File: config.mk
export PLATFORM = sky130hd
export DESIGN_NAME = prp_list_builder_core
export DESIGN_NICKNAME = d
export VERILOG_FILES = /design/src/hw/rtl/prplb_pkg.sv /design/src/hw/rtl/prplb_front.sv /design/src/hw/rtl/prplb_queue.sv /design/src/hw/rtl/prplb_back.sv /design/src/hw/rtl/prp_list_builder_core.sv
export SDC_FILE = /design/constraint.sdc
export NUM_CORES = 2
export LEC_CHECK = 0
export BUFFER_PORTS_ARGS = -buffer_cell sky130_fd_sc_hd__buf_2
export CAP_MARGIN = 20
export CORE_MARGIN = 10
export CORE_UTILIZATION = 65
export CTS_BUF_LIST = sky130_fd_sc_hd__clkbuf_8 sky130_fd_sc_hd__clkbuf_16
export CTS_CLUSTER_SIZE = 24
export DETAILED_ROUTE_END_ITERATION = 10
export HOLD_SLACK_MARGIN = 0.06
export PLACE_DENSITY_LB_ADDON = 0.25
export SLEW_MARGIN = 15
export SYNTH_ARGS = -nofsm -noshare
export SYNTH_HDL_FRONTEND = slang
export SYNTH_SLANG_ARGS = --single-unit
File: constraint.sdc
create_clock -name clock -period 19.95 [get_ports clock]
set_input_delay 0.9975 -clock clock [delete_from_list [all_inputs] [get_ports clock]]
set_output_delay 0.9975 -clock clock [all_outputs]
set_load 0.01 [all_outputs]
File: src/hw/rtl/prplb_pkg.sv
`timescale 1ns / 1ps
// -----------------------------------------------------------------------------
// prplb_pkg
// Shared types and constants for the pointer list builder.
// -----------------------------------------------------------------------------
package prplb_pkg;

   localparam int MAX_TRANSFER_BYTES = 4194304;
   localparam int MAX_PAGE_SHIFT     = 16;
   localparam int MIN_PAGE_SHIFT     = 12;

   localparam int ADDR_W  = 64;
   localparam int LEN_W   = 23;
   localparam int LEFT_W  = 24;
   localparam int SHIFT_W = 5;
   localparam int KIND_W  = 2;
   localparam int PS_W    = MAX_PAGE_SHIFT + 1;        // holds the page size itself
   localparam int IDX_W   = MAX_PAGE_SHIFT - 3 + 1;    // entries per page, inclusive
   localparam int ENTRY_BYTES_LOG2 = 3;

   localparam int CSR_IDX_W = 1;
   localparam logic [CSR_IDX_W-1:0] CSR_PAGE_SHIFT = 1'd0;
   localparam logic [CSR_IDX_W-1:0] CSR_LIST_BASE  = 1'd1;

   localparam logic [KIND_W-1:0] KIND_CMD   = 2'd0;
   localparam logic [KIND_W-1:0] KIND_ENTRY = 2'd1;
   localparam logic [KIND_W-1:0] KIND_NONE  = 2'd2;

   localparam logic OPER_START   = 1'b0;
   localparam logic OPER_ADVANCE = 1'b1;

   localparam int QUEUE_DEPTH = 4;
   localparam int QPTR_W      = $clog2(QUEUE_DEPTH);
   localparam int QCNT_W      = $clog2(QUEUE_DEPTH + 1);

   typedef struct packed {
      logic              operation;
      logic [ADDR_W-1:0] buffer_addr;
      logic [LEN_W-1:0]  xfer_len;
   } req_type;

   typedef struct packed {
      logic [KIND_W-1:0] kind;
      logic [ADDR_W-1:0] word_addr;
      logic [ADDR_W-1:0] word_data;
      logic              more_pending;
      logic              last;
   } rsp_type;

   // work handed from front to back
   typedef enum logic [1:0] {
      OP_CMD   = 2'd0,
      OP_ENTRY = 2'd1,
      OP_CHAIN = 2'd2,
      OP_NONE  = 2'd3
   } op_type;

   typedef struct packed {
      op_type            op;
      logic [ADDR_W-1:0] addr;   // chain: new list page
      logic [ADDR_W-1:0] data;   // chain: data entry value
      logic [ADDR_W-1:0] aux;    // chain: displaced entry value
      logic              more;
   } qent_type;

   typedef struct packed {
      logic     valid;
      qent_type entry;
   } qpush_type;

endpackage

File: src/hw/rtl/prplb_front.sv
`timescale 1ns / 1ps
// -----------------------------------------------------------------------------
// prplb_front
// Accepts items, keeps the transfer state and registers, and queues work.
// -----------------------------------------------------------------------------
module prplb_front (
   input  logic                                    clock,
   input  logic                                    reset,
   input  logic                                    req_valid,
   input  prplb_pkg::req_type                      req_item,
   input  logic                                    accept,
   input  logic                                    csr_we,
   input  logic [prplb_pkg::CSR_IDX_W-1:0]         csr_index,
   input  logic [prplb_pkg::ADDR_W-1:0]            csr_data,
   output prplb_pkg::qpush_type                    push
);
   import prplb_pkg::*;

   logic [SHIFT_W-1:0] shift_ff, shift_in;
   logic [ADDR_W-1:0]  base_ff, base_in;
   logic [ADDR_W-1:0]  next_page_ff, next_page_in;
   logic [LEFT_W-1:0]  left_ff, left_in;
   logic [IDX_W-1:0]   idx_ff, idx_in;
   logic [ADDR_W-1:0]  list_page_ff, list_page_in;
   logic [ADDR_W-1:0]  last_val_ff, last_val_in;
   logic               active_ff, active_in;

   logic [SHIFT_W-1:0] sh;
   logic [PS_W-1:0]    ps, first;
   logic [LEN_W-1:0]   len, rem;
   logic [ADDR_W-1:0]  addr2, new_page, entry_addr;
   logic               page_full, fits_first, fits_second, last_page;
   qent_type           ent;

   always_comb begin
      sh = shift_ff;
      if (shift_ff < SHIFT_W'(MIN_PAGE_SHIFT)) sh = SHIFT_W'(MIN_PAGE_SHIFT);
      if (shift_ff > SHIFT_W'(MAX_PAGE_SHIFT)) sh = SHIFT_W'(MAX_PAGE_SHIFT);
      ps = PS_W'(1) << sh;
   end

   // start arithmetic
   assign first = ps - (req_item.buffer_addr[PS_W-1:0] & (ps - PS_W'(1)));
   assign len   = (req_item.xfer_len > LEN_W'(MAX_TRANSFER_BYTES))
                ? LEN_W'(MAX_TRANSFER_BYTES) : req_item.xfer_len;
   assign fits_first  = len <= LEN_W'(first);
   assign rem         = len - LEN_W'(first);
   assign fits_second = rem <= LEN_W'(ps);
   assign addr2       = req_item.buffer_addr + ADDR_W'(first);

   // advance arithmetic
   assign page_full  = idx_ff == IDX_W'(ps >> ENTRY_BYTES_LOG2);
   assign new_page   = list_page_ff + ADDR_W'(ps);
   assign entry_addr = list_page_ff + (ADDR_W'(idx_ff) << ENTRY_BYTES_LOG2);
   assign last_page  = left_ff <= LEFT_W'(ps);

   always_comb begin
      shift_in     = shift_ff;
      base_in      = base_ff;
      next_page_in = next_page_ff;
      left_in      = left_ff;
      idx_in       = idx_ff;
      list_page_in = list_page_ff;
      last_val_in  = last_val_ff;
      active_in    = active_ff;
      ent          = '0;

      if (csr_we) begin
         unique case (csr_index)
            CSR_PAGE_SHIFT: shift_in = csr_data[SHIFT_W-1:0];
            CSR_LIST_BASE:  base_in  = csr_data;
            default: ;
         endcase
      end

      if (accept) begin
         if (req_item.operation == OPER_START) begin
            ent.op   = OP_CMD;
            ent.addr = req_item.buffer_addr;
            active_in = 1'b0;
            if (fits_first) begin
               ent.data = '0;
            end else if (fits_second) begin
               ent.data = addr2;
            end else begin
               ent.data     = base_ff;
               active_in    = 1'b1;
               next_page_in = addr2;
               left_in      = LEFT_W'(rem);
               idx_in       = '0;
               list_page_in = base_ff;
               last_val_in  = '0;
            end
            ent.more = active_in;
         end else if (!active_ff) begin
            ent.op = OP_NONE;
         end else begin
            ent.data     = next_page_ff;
            last_val_in  = next_page_ff;
            next_page_in = next_page_ff + ADDR_W'(ps);
            if (last_page) begin
               left_in   = '0;
               active_in = 1'b0;
            end else begin
               left_in   = left_ff - LEFT_W'(ps);
            end
            ent.more = active_in;
            if (page_full) begin
               ent.op       = OP_CHAIN;
               ent.addr     = new_page;
               ent.aux      = last_val_ff;
               list_page_in = new_page;
               idx_in       = IDX_W'(2);
            end else begin
               ent.op   = OP_ENTRY;
               ent.addr = entry_addr;
               idx_in   = idx_ff + IDX_W'(1);
            end
         end
      end
   end

   always_ff @(posedge clock) begin
      if (reset) begin
         shift_ff     <= SHIFT_W'(MIN_PAGE_SHIFT);
         base_ff      <= '0;
         next_page_ff <= '0;
         left_ff      <= '0;
         idx_ff       <= '0;
         list_page_ff <= '0;
         last_val_ff  <= '0;
         active_ff    <= 1'b0;
      end else begin
         shift_ff     <= shift_in;
         base_ff      <= base_in;
         next_page_ff <= next_page_in;
         left_ff      <= left_in;
         idx_ff       <= idx_in;
         list_page_ff <= list_page_in;
         last_val_ff  <= last_val_in;
         active_ff    <= active_in;
      end
   end

   assign push.valid = accept & req_valid;
   assign push.entry = ent;

endmodule

File: src/hw/rtl/prplb_queue.sv
`timescale 1ns / 1ps
// -----------------------------------------------------------------------------
// prplb_queue
// Short work queue between front and back.
// -----------------------------------------------------------------------------
module prplb_queue (
   input  logic                  clock,
   input  logic                  reset,
   input  prplb_pkg::qpush_type  push,
   input  logic                  pop,
   output logic                  full,
   output logic                  nonempty,
   output prplb_pkg::qent_type   head
);
   import prplb_pkg::*;

   qent_type            slot_ff [QUEUE_DEPTH];
   logic [QPTR_W-1:0]   wr_ff, wr_in, rd_ff, rd_in;
   logic [QCNT_W-1:0]   cnt_ff, cnt_in;

   assign full     = cnt_ff == QCNT_W'(QUEUE_DEPTH);
   assign nonempty = cnt_ff != '0;
   assign head     = slot_ff[rd_ff];

   always_comb begin
      wr_in  = push.valid ? wr_ff + QPTR_W'(1) : wr_ff;
      rd_in  = pop ? rd_ff + QPTR_W'(1) : rd_ff;
      cnt_in = cnt_ff + QCNT_W'(push.valid) - QCNT_W'(pop);
   end

   always_ff @(posedge clock) begin
      if (reset) begin
         wr_ff  <= '0;
         rd_ff  <= '0;
         cnt_ff <= '0;
      end else begin
         wr_ff  <= wr_in;
         rd_ff  <= rd_in;
         cnt_ff <= cnt_in;
      end
   end

   always_ff @(posedge clock) begin
      if (push.valid) slot_ff[wr_ff] <= push.entry;
   end

   a_no_overflow: assert property (@(posedge clock) disable iff (reset)
      full |-> !push.valid)
      else $error("queue push while full");

   a_no_underflow: assert property (@(posedge clock) disable iff (reset)
      !nonempty |-> !pop)
      else $error("queue pop while empty");

   a_cnt_range: assert property (@(posedge clock) disable iff (reset)
      cnt_ff <= QCNT_W'(QUEUE_DEPTH))
      else $error("queue count out of range");

endmodule

File: src/hw/rtl/prplb_back.sv
`timescale 1ns / 1ps
// -----------------------------------------------------------------------------
// prplb_back
// Turns queued work into result items; sequences the three chain writes.
// -----------------------------------------------------------------------------
module prplb_back (
   input  logic                 clock,
   input  logic                 reset,
   input  logic                 q_nonempty,
   input  prplb_pkg::qent_type  q_head,
   output logic                 q_pop,
   output logic                 rsp_valid,
   input  logic                 rsp_stall,
   output prplb_pkg::rsp_type   rsp_item
);
   import prplb_pkg::*;

   typedef enum logic [2:0] {
      ST_PASS = 3'b001,
      ST_SLOT = 3'b010,
      ST_DATA = 3'b100
   } state_type;

   localparam logic [ADDR_W-1:0] ENTRY_BYTES = ADDR_W'(1) << ENTRY_BYTES_LOG2;

   state_type state_ff, state_in;
   qent_type  hold_ff, hold_in;
   logic      out_valid_ff, out_valid_in;
   rsp_type   out_ff, out_in;
   logic      out_free;

   assign out_free = !out_valid_ff || !rsp_stall;

   always_comb begin
      state_in     = state_ff;
      hold_in      = hold_ff;
      out_valid_in = out_valid_ff && rsp_stall;
      out_in       = out_ff;
      q_pop        = 1'b0;

      if (out_free) begin
         unique case (state_ff)
            ST_PASS: begin
               if (q_nonempty) begin
                  q_pop        = 1'b1;
                  out_valid_in = 1'b1;
                  out_in.word_addr    = q_head.addr;
                  out_in.word_data    = q_head.data;
                  out_in.more_pending = q_head.more;
                  out_in.last         = 1'b1;
                  case (q_head.op)
                     OP_CMD:   out_in.kind = KIND_CMD;
                     OP_ENTRY: out_in.kind = KIND_ENTRY;
                     OP_CHAIN: begin
                        out_in.kind         = KIND_ENTRY;
                        out_in.word_data    = q_head.aux;
                        out_in.more_pending = 1'b1;
                        out_in.last         = 1'b0;
                        hold_in             = q_head;
                        state_in            = ST_SLOT;
                     end
                     default:  out_in.kind = KIND_NONE;
                  endcase
               end
            end
            ST_SLOT: begin
               out_valid_in        = 1'b1;
               out_in.kind         = KIND_ENTRY;
               out_in.word_addr    = hold_ff.addr - ENTRY_BYTES;
               out_in.word_data    = hold_ff.addr;
               out_in.more_pending = 1'b1;
               out_in.last         = 1'b0;
               state_in            = ST_DATA;
            end
            ST_DATA: begin
               out_valid_in        = 1'b1;
               out_in.kind         = KIND_ENTRY;
               out_in.word_addr    = hold_ff.addr + ENTRY_BYTES;
               out_in.word_data    = hold_ff.data;
               out_in.more_pending = hold_ff.more;
               out_in.last         = 1'b1;
               state_in            = ST_PASS;
            end
            default: state_in = ST_PASS;
         endcase
      end
   end

   always_ff @(posedge clock) begin
      if (reset) begin
         state_ff     <= ST_PASS;
         out_valid_ff <= 1'b0;
      end else begin
         state_ff     <= state_in;
         out_valid_ff <= out_valid_in;
      end
   end

   always_ff @(posedge clock) begin
      hold_ff <= hold_in;
      out_ff  <= out_in;
   end

   assign rsp_valid = out_valid_ff;
   assign rsp_item  = out_ff;

   a_no_pop_mid_chain: assert property (@(posedge clock) disable iff (reset)
      state_ff != ST_PASS |-> !q_pop)
      else $error("queue popped during chain sequence");

   a_chain_starts: assert property (@(posedge clock) disable iff (reset)
      q_pop && q_head.op == OP_CHAIN |=> state_ff == ST_SLOT && !rsp_item.last)
      else $error("chain entry did not start slot sequence");

   a_data_closes: assert property (@(posedge clock) disable iff (reset)
      state_ff == ST_DATA && out_free |=> rsp_valid && rsp_item.last
                                          && state_ff == ST_PASS)
      else $error("chain sequence did not close with last item");

endmodule

File: src/hw/rtl/prp_list_builder_core.sv
`timescale 1ns / 1ps
// -----------------------------------------------------------------------------
// prp_list_builder_core
// Builds the two data pointers and the pointer list writes for one transfer.
// -----------------------------------------------------------------------------
//
//  channel | ports                          | direction | moves
//  --------+--------------------------------+-----------+----------------------
//  req     | req_valid, req_stall, req_item | in        | start / advance item
//  rsp     | rsp_valid, rsp_stall, rsp_item | out       | pointer or list write
//  csr     | csr_valid, csr_ready, csr_index| in        | register write
//          | csr_data                       |           |
//
//  Flow: one item per cycle in while req_stall is low; a start, an advance or
//  an idle advance gives one result, held first in the queue and then in the
//  output register. An advance that fills a list page gives three results; a
//  four-entry queue between the front and the back absorbs the difference, and
//  req_stall rises only when that queue is full.
//  Reset: synchronous, clears the transfer state (no list pending), sets
//  page_shift to 12 and list_base to 0.
//  Stalls: rsp_stall holds the output register; results already queued wait.
// -----------------------------------------------------------------------------
module prp_list_builder_core (
   input  logic                                clock,
   input  logic                                reset,
   input  logic                                req_valid,
   output logic                                req_stall,
   input  prplb_pkg::req_type                  req_item,
   output logic                                rsp_valid,
   input  logic                                rsp_stall,
   output prplb_pkg::rsp_type                  rsp_item,
   input  logic                                csr_valid,
   output logic                                csr_ready,
   input  logic [prplb_pkg::CSR_IDX_W-1:0]     csr_index,
   input  logic [prplb_pkg::ADDR_W-1:0]        csr_data
);
   import prplb_pkg::*;

   qpush_type push;
   qent_type  head;
   logic      q_full, q_nonempty, q_pop, accept;

   // take an item whenever the queue has room
   assign req_stall = q_full;
   assign accept    = req_valid && !q_full;
   // the user must write only while idle; the block does not enforce it and always takes them
   assign csr_ready = 1'b1;

   prplb_front u_front (
      .clock     (clock),
      .reset     (reset),
      .req_valid (req_valid),
      .req_item  (req_item),
      .accept    (accept),
      .csr_we    (csr_valid && csr_ready),
      .csr_index (csr_index),
      .csr_data  (csr_data),
      .push      (push)
   );

   prplb_queue u_queue (
      .clock    (clock),
      .reset    (reset),
      .push     (push),
      .pop      (q_pop),
      .full     (q_full),
      .nonempty (q_nonempty),
      .head     (head)
   );

   // drain queued work into the output register
   prplb_back u_back (
      .clock      (clock),
      .reset      (reset),
      .q_nonempty (q_nonempty),
      .q_head     (head),
      .q_pop      (q_pop),
      .rsp_valid  (rsp_valid),
      .rsp_stall  (rsp_stall),
      .rsp_item   (rsp_item)
   );

endmodule

---- After elaboration in Yosys (flattened, before gate mapping) ----
Memories as Yosys holds them, arrays and structs flattened. A register that Yosys moved wholly into a read port is not among the register bits.
Index checks and enable logic that the tools add are counted.
W data, S select, Z words.
word-level totals
  bits in registers ....................... 572
  bits in writable memories ............... 780
  input port bits ......................... 158
  output and inout port bits .............. 135
  logic and storage cells ................. 136
  memories ................................ 1
operators by class
  add/subtract/negate cells ............... 15
  order comparisons ....................... 6
  equal/unequal tests ..................... 13
  shift-type cells ........................ 1
  mux-type cells .......................... 58
  bitwise logic cells ..................... 3
  reductions and logical operators ........ 18
memory list
  memory           depth  width  rd ports  clocked after memory_dff  wr ports  RTL line           source
  u_queue.slot_ff  4      195    1         1                         1         prplb_queue.sv:17  qent_type slot_ff [QUEUE_DEPTH];
operator list
  operator                 number
  $mux W64                 17
  $pmux W132 S3            1
  $add A64 B17 Y64         4
  $mux W195                1
  $mux W193                1
  $mux W132                1
  $mux W66                 2
  $mux W130                1
  $mux W24                 5
  $mux W14                 5
  $add A64 B4 Y64 const B  1
  $sub A64 B4 Y64 const B  1
  $le A23 B17 Y1           2
  $le A24 B17 Y1           1
  $sub A24 B17 Y24         1
  $gt A23 B23 Y1 const B   1
  $mux W23                 1
  $sub A23 B17 Y23         1
  $and A17 B17 Y17         1
  $shl A1 B5 Y17 const A   1
  $sub A17 B1 Y17 const B  1
  $sub A17 B17 Y17         1
  $add A14 B1 Y14 const B  1
  $eq A14 B14 Y1           1
  other kinds (31)         61

---- Depth between registers and ports, before layout ----
  word-level depth ........................ 13
  mapped depth ............................ 32
  mapped depth without buffers ............ 29

---- Hierarchy ----
A second synthesis with hierarchy kept.
unflattened totals
  cells, all modules ...................... 5,709
  area total of the unflattened synthesis .. 67,224.5 um^2
by module, submodules not included
  module                 times used  cells an instance  area each (um^2)  seq. area each (um^2)
  prplb_queue            1           1,061              28,581.2          23,602.6
  prplb_front            1           3,442              24,696.2          6,005.8
  prplb_back             1           1,203              13,922.1          7,917.6
  prp_list_builder_core  1           3                  25.0              0.0

---- Worst setup path before layout ----
OpenSTA, ideal clock, no wires.
  kind .................................... flip-flop to flip-flop
  start ................................... register u_back.state_ff[2]
  end ..................................... register u_back.out_ff, in the netlist u_back.rsp_item[0], enable pin
  library setup time ...................... 0.667 ns
  arrival time ............................ 8.715 ns
  data required time ...................... 19.283 ns
  setup slack ............................. 10.568 ns
  cell stages (with the launch flop) ...... 7
  path buffers ............................ 2
  clock period less this slack ............ 9.382 ns
  cell sequence ........................... dfxtp_1 -> clkbuf_1 -> nand2_1 -> inv_1 -> buf_1 -> nor2_1 -> a21oi_1
on the way
  word-level cells in the longest chain between the ends .. 3
  elaborated cells between the ends (all ways) .. 6
  those cells by class .................... 4 x eq/ne; 2 x reduce/logical
ends and longest elaborated chain
  element                                                                     RTL line           source
  start, declared                                                             prplb_back.sv:26   state_type state_ff, state_in;
  start signal, assigned                                                      prplb_back.sv:94   state_ff <= state_in;
  $eq A3 B1 Y1 (tied with other cells)                                        prplb_back.sv:42   unique case (state_ff)
  $ne A2 B2 Y1 (no source line) / $reduce_bool A3 Y1 (equally long branches)  n/a
  $reduce_and A3 Y1 (no source line) (*)                                      n/a
  end signal, assigned                                                        prplb_back.sv:101  out_ff <= out_in;
  end, declared                                                               prplb_back.sv:29   rsp_type out_ff, out_in;
Every way passes the cells marked *; elsewhere a longest branch is shown, timed or not.
A chain may end at the register's enable or synchronous reset.

---- Worst setup path after layout ----
  start ................................... input port req_item[24] (netlist bit)
  end ..................................... register u_front.next_page_ff[31]
on the way
  word-level cells in the longest chain between the ends .. 6
  elaborated cells between the ends (all ways) .. 12
  those cells by class .................... 3 x add/sub; 2 x order compare; 2 x eq/ne; 3 x mux; 1 x bitwise; 1 x reduce/logical
ends and longest elaborated chain
  element                                                                RTL line                              source
  start, declared                                                        prp_list_builder_core.sv:28           input prplb_pkg::req_type req_item,
  $and A17 B17 Y17                                                       prplb_front.sv:43                     assign first = ps - (req_item.buffer_addr[PS_W-1:0] & (ps - PS_W'(1)));
  $sub A17 B17 Y17                                                       prplb_front.sv:43
  $sub A23 B17 Y23 / $add A64 B17 Y64 (equally long branches)            prplb_front.sv:47, prplb_front.sv:49
  $le A23 B17 Y1 / $mux W64 (equally long branches)                      prplb_front.sv:48, prplb_front.sv:83
  $ne A2 B2 Y1 (no source line) / $mux W64 (equally long branches)       n/a
  $reduce_and A4 Y1 (no source line) / $mux W64 (equally long branches)  n/a
  end signal, assigned                                                   prplb_front.sv:136                    next_page_ff <= next_page_in;
  end, declared                                                          prplb_front.sv:21                     logic [ADDR_W-1:0] next_page_ff, next_page_in;
Several ways; a longest one is shown, not always the timed one. The select of a mux whose other input is x is not followed.

==> metrics.txt <==
GRT overflow 0; Max Freq about 0.12 GHz; all-layer global routing usage about 39%; DRT Pass-1 Iters 7; final WL 232.6 mm; Final Instance Area around 74000 sq um; Post-Place Cells 7138; Synth cell types 87; asr flop ratio synth 0%; Detail Route Antenna Nets 0; pin count of the biggest net entering global routing between 150 and 200; #FFs+latches synth about 1400; clock buffer depth 3; Sequential Area about 38000 sq um; Mapped Area 66540 sq um; hpwl dp about 160 mm; warnings from Yosys 0; TNS Setup 0 ns; Final Setup Violations 0; worst reg-to-reg setup slack about 12 ns; status finished, final reports clean; fin nets between 6000 and 7000; setup bufs post-CTS 0; Fill cells between 6000 and 7000; Die Span X about 340 um; slowest CP cell a2111oi_0; Static Leak 25.98 nW; most frequent cells in the layout 1041 x edfxtp_1, 616 x nand2_1, 498 x a21oi_1, 408 x o21ai_0, 351 x nor2_1; via count 51340; total CTS buffers 141; vias per inst 6.920; port buffer count between 200 and 300; Reg-to-Reg End u_front.next_page_ff[31]$_SDFFE_PP0P_; num ports between 200 and 300; fin crit period a little over 8 ns; Slew HR under 10%; H-tree level count 4; Top FF cell, synth edfxtp_1; CP endpoint u_front.next_page_ff[31]$_SDFFE_PP0P_; final slew viol count 0; Mean Syn Cell Area about 12 sq um; CP peak stage delay approximately 0.9 ns; WS Path Type in2reg; Crit path required time 20.64 ns; Hold Path Stages 2; area occupied by multi-input gates 27450 sq um; Hold Slack roughly 0.45 ns; first-pass GRT wire length between 300 and 400 mm; row count approximately 120; sequential fraction of the synthesis area a little under three fifths; post-synthesis instance total between 5000 and 6000; Post-Layout Cell Count around 7400; CP endpoint kind register; initial core utilization around two thirds; placer congestion estimate 1.046; RSZ-0062 raised after global routing no; CP Data Arrival Time around 9.0 ns; Reg-to-Reg Start u_front.shift_ff[4]$_SDFFE_PP0P_; vias in the first global route around 48000; Worst Clk Skew roughly 0.065 ns; Clock Latency Late Sink ~0.80 ns; Hold Path Class reg2reg; Post-DP Area ~69000 sq um; final period utilization 41.57%; cts hold-fix bufs 0; CP Launch Type input port; pwr dens roughly 130 nW/um^2; EDFF count, synth between 1000 and 1500; layout cells sized above 1 between 10% and 20%; CTS tree done; Critical Path Source req_item[24]; CTS root buffer clkbuf_16; P&R area growth vs syn 11.42%; Initial DRC Count 7877; Die Ht 339.9 um; PostCTS Resize Cnt 0; core outline area 101700 sq um; die area 115600 sq um; Worst-path clk slew 0.06 ns; worst vdd rail ir drop roughly 0.24 mV; Pwr Total around 9.4 mW; routed len/inst 31.36 um; crit-path max FO 67; clock sink count between 1000 and 1500; Max Cap Viol 0; Top cell by count, worst path ha_1; endpoints failing hold 0; initial antenna violation count 31; DRC violations left 0; Least-Margin Pin Slew approximately 1.5 ns; r2r worst-path depth 24; most common cell after layout, fill and taps aside edfxtp_1
[power by group]
| part | leakage [nW] | internal, mW | switching [mW] |
|---|---|---|---|
| logic | 11.0 | 0.948 | 1.74 |
| registers | 12.5 | 3.68 | 0.304 |
| clock network | 2.45 | 1.54 | 1.17 |
| total | 26.0 | 6.16 | 3.21 |
[synthesized netlist by cell type (14+ instances only)]
library cell	n	area, sq um
edfxtp_1	1041	31260
nand2_1	620	2327
a21oi_1	502	2512
o21ai_0	410	2052
nor2_1	355	1333
dfxtp_1	313	6266
clkbuf_1	247	927.1
mux4_2	195	4392
ha_1	188	2352
xnor2_1	166	1454
inv_1	137	514.2
mux2i_1	116	1161
and2_1	105	656.9
nand3_1	103	515.5
a211oi_1	85	638.1
a21o_1	82	615.6
xor2_1	79	691.9
a22oi_1	78	585.6
nor3_1	74	370.4
nand4_1	51	319.1
buf_1	49	183.9
nor2b_1	49	306.5
and3_1	48	300.3
a31oi_1	44	275.3
o211ai_1	38	285.3
buf_2	31	155.2
o21bai_1	30	225.2
o21a_1	29	217.7
o22ai_1	27	168.9
or3_1	27	168.9
nor4_1	26	162.7
nand2b_1	23	143.9
o32ai_1	23	201.4
a2111oi_0	22	192.7
o31ai_1	20	150.1
and4_1	19	166.4
o2111ai_1	18	157.7
or2_2	18	112.6
a211o_1	15	131.4
nand3b_1	14	105.1
[sequential cells by signal, indices dropped and copies added (netlist names), named ones only]
register              flops
u_front.next_page_ff     64
u_front.idx_ff           14
u_back.state_ff           3
u_queue.wr_ff             2
u_front.base_ff          64
u_back.rsp_valid          1
u_queue.slot_ff         780
u_back.hold_ff          129
u_queue.rd_ff             2
u_front.shift_ff          5
u_back.rsp_item         132
u_front.left_ff          24
u_front.last_val_ff      64
u_front.list_page_ff     64
u_front.active_ff         1
u_queue.cnt_ff            3
[stage by stage]
stage / util, % / setup slack, ns
2_1_floorplan: - / 10.57
3_3_place_gp: 68.05 / 11.02
3_5_place_dp: 68.05 / 10.92
4_1_cts: 72.82 / 11.68
5_1_grt: 72.82 / 10.92
6_report: 72.87 / 11.66
[metal layers]
metal / GRT usage [%] / wire length, um / vias up / share of wire (%)
li1: - / - / 21950 / -
met1: 51.48 / 83170 / 24910 / 36
met2: 56.52 / 98990 / 3724 / 43
met3: 9.960 / 29190 / 728 / 13
met4: 29.51 / 21110 / 24 / 9.1
met5: 0 / 163 / - / 0.070
[worst max-delay path: cells and delay by family]
family                     cells  cell delay (ns)
xor gates and xnor gates       2             0.30
buffers and inverters          4             1.45
AOI/OAI and AO/OA             11             2.94
adders and majority gates      3             0.77
and+or+nand+nor               10             2.43
[worst min path at each step]
stage,from,to,slack (ns)
floorplan,u_front.last_val_ff[0]$_SDFFE_PP0P_,u_front.last_val_ff[0]$_SDFFE_PP0P_,0.43
global placement,u_front.last_val_ff[37]$_SDFFE_PP0P_,u_front.last_val_ff[37]$_SDFFE_PP0P_,0.44
detailed placement,u_front.last_val_ff[19]$_SDFFE_PP0P_,u_front.last_val_ff[19]$_SDFFE_PP0P_,0.44
CTS,csr_data[10],u_front.base_ff[10]$_SDFFE_PP0P_,0.42
global route,csr_data[10],u_front.base_ff[10]$_SDFFE_PP0P_,0.46
finish,u_front.last_val_ff[8]$_SDFFE_PP0P_,u_front.last_val_ff[8]$_SDFFE_PP0P_,0.45
[cell families (layout without fill, tap and decap cells)]
logic type / count (synthesis) / count (layout) / synth area share (%)
adders and majority gates: 197 / 197 / 3.806
other: 2 / 77 / 0.01129
DFF: 1354 / 1354 / 56.40
muxes: 315 / 315 / 8.413
buffers and inverters: 479 / 759 / 2.856
and+or+nand+nor: 1569 / 1569 / 10.96
xor gates and xnor gates: 245 / 245 / 3.225
AOI/OAI and AO/OA: 1534 / 1534 / 14.33
[final cells by class]
class / instances / share of cell area [%]
Multi-Input combinational cell: 3917 / 37.03
Antenna cell: 20 / 0.06751
Clock buffer: 155 / 5.019
Inverter: 138 / 0.7004
Sequential cell: 1354 / 50.63
Clock inverter: 105 / 1.519
Tap cell: 1368 / 2.309
Timing Repair Buffer: 361 / 2.729
(Power assumes the default switching activity.)
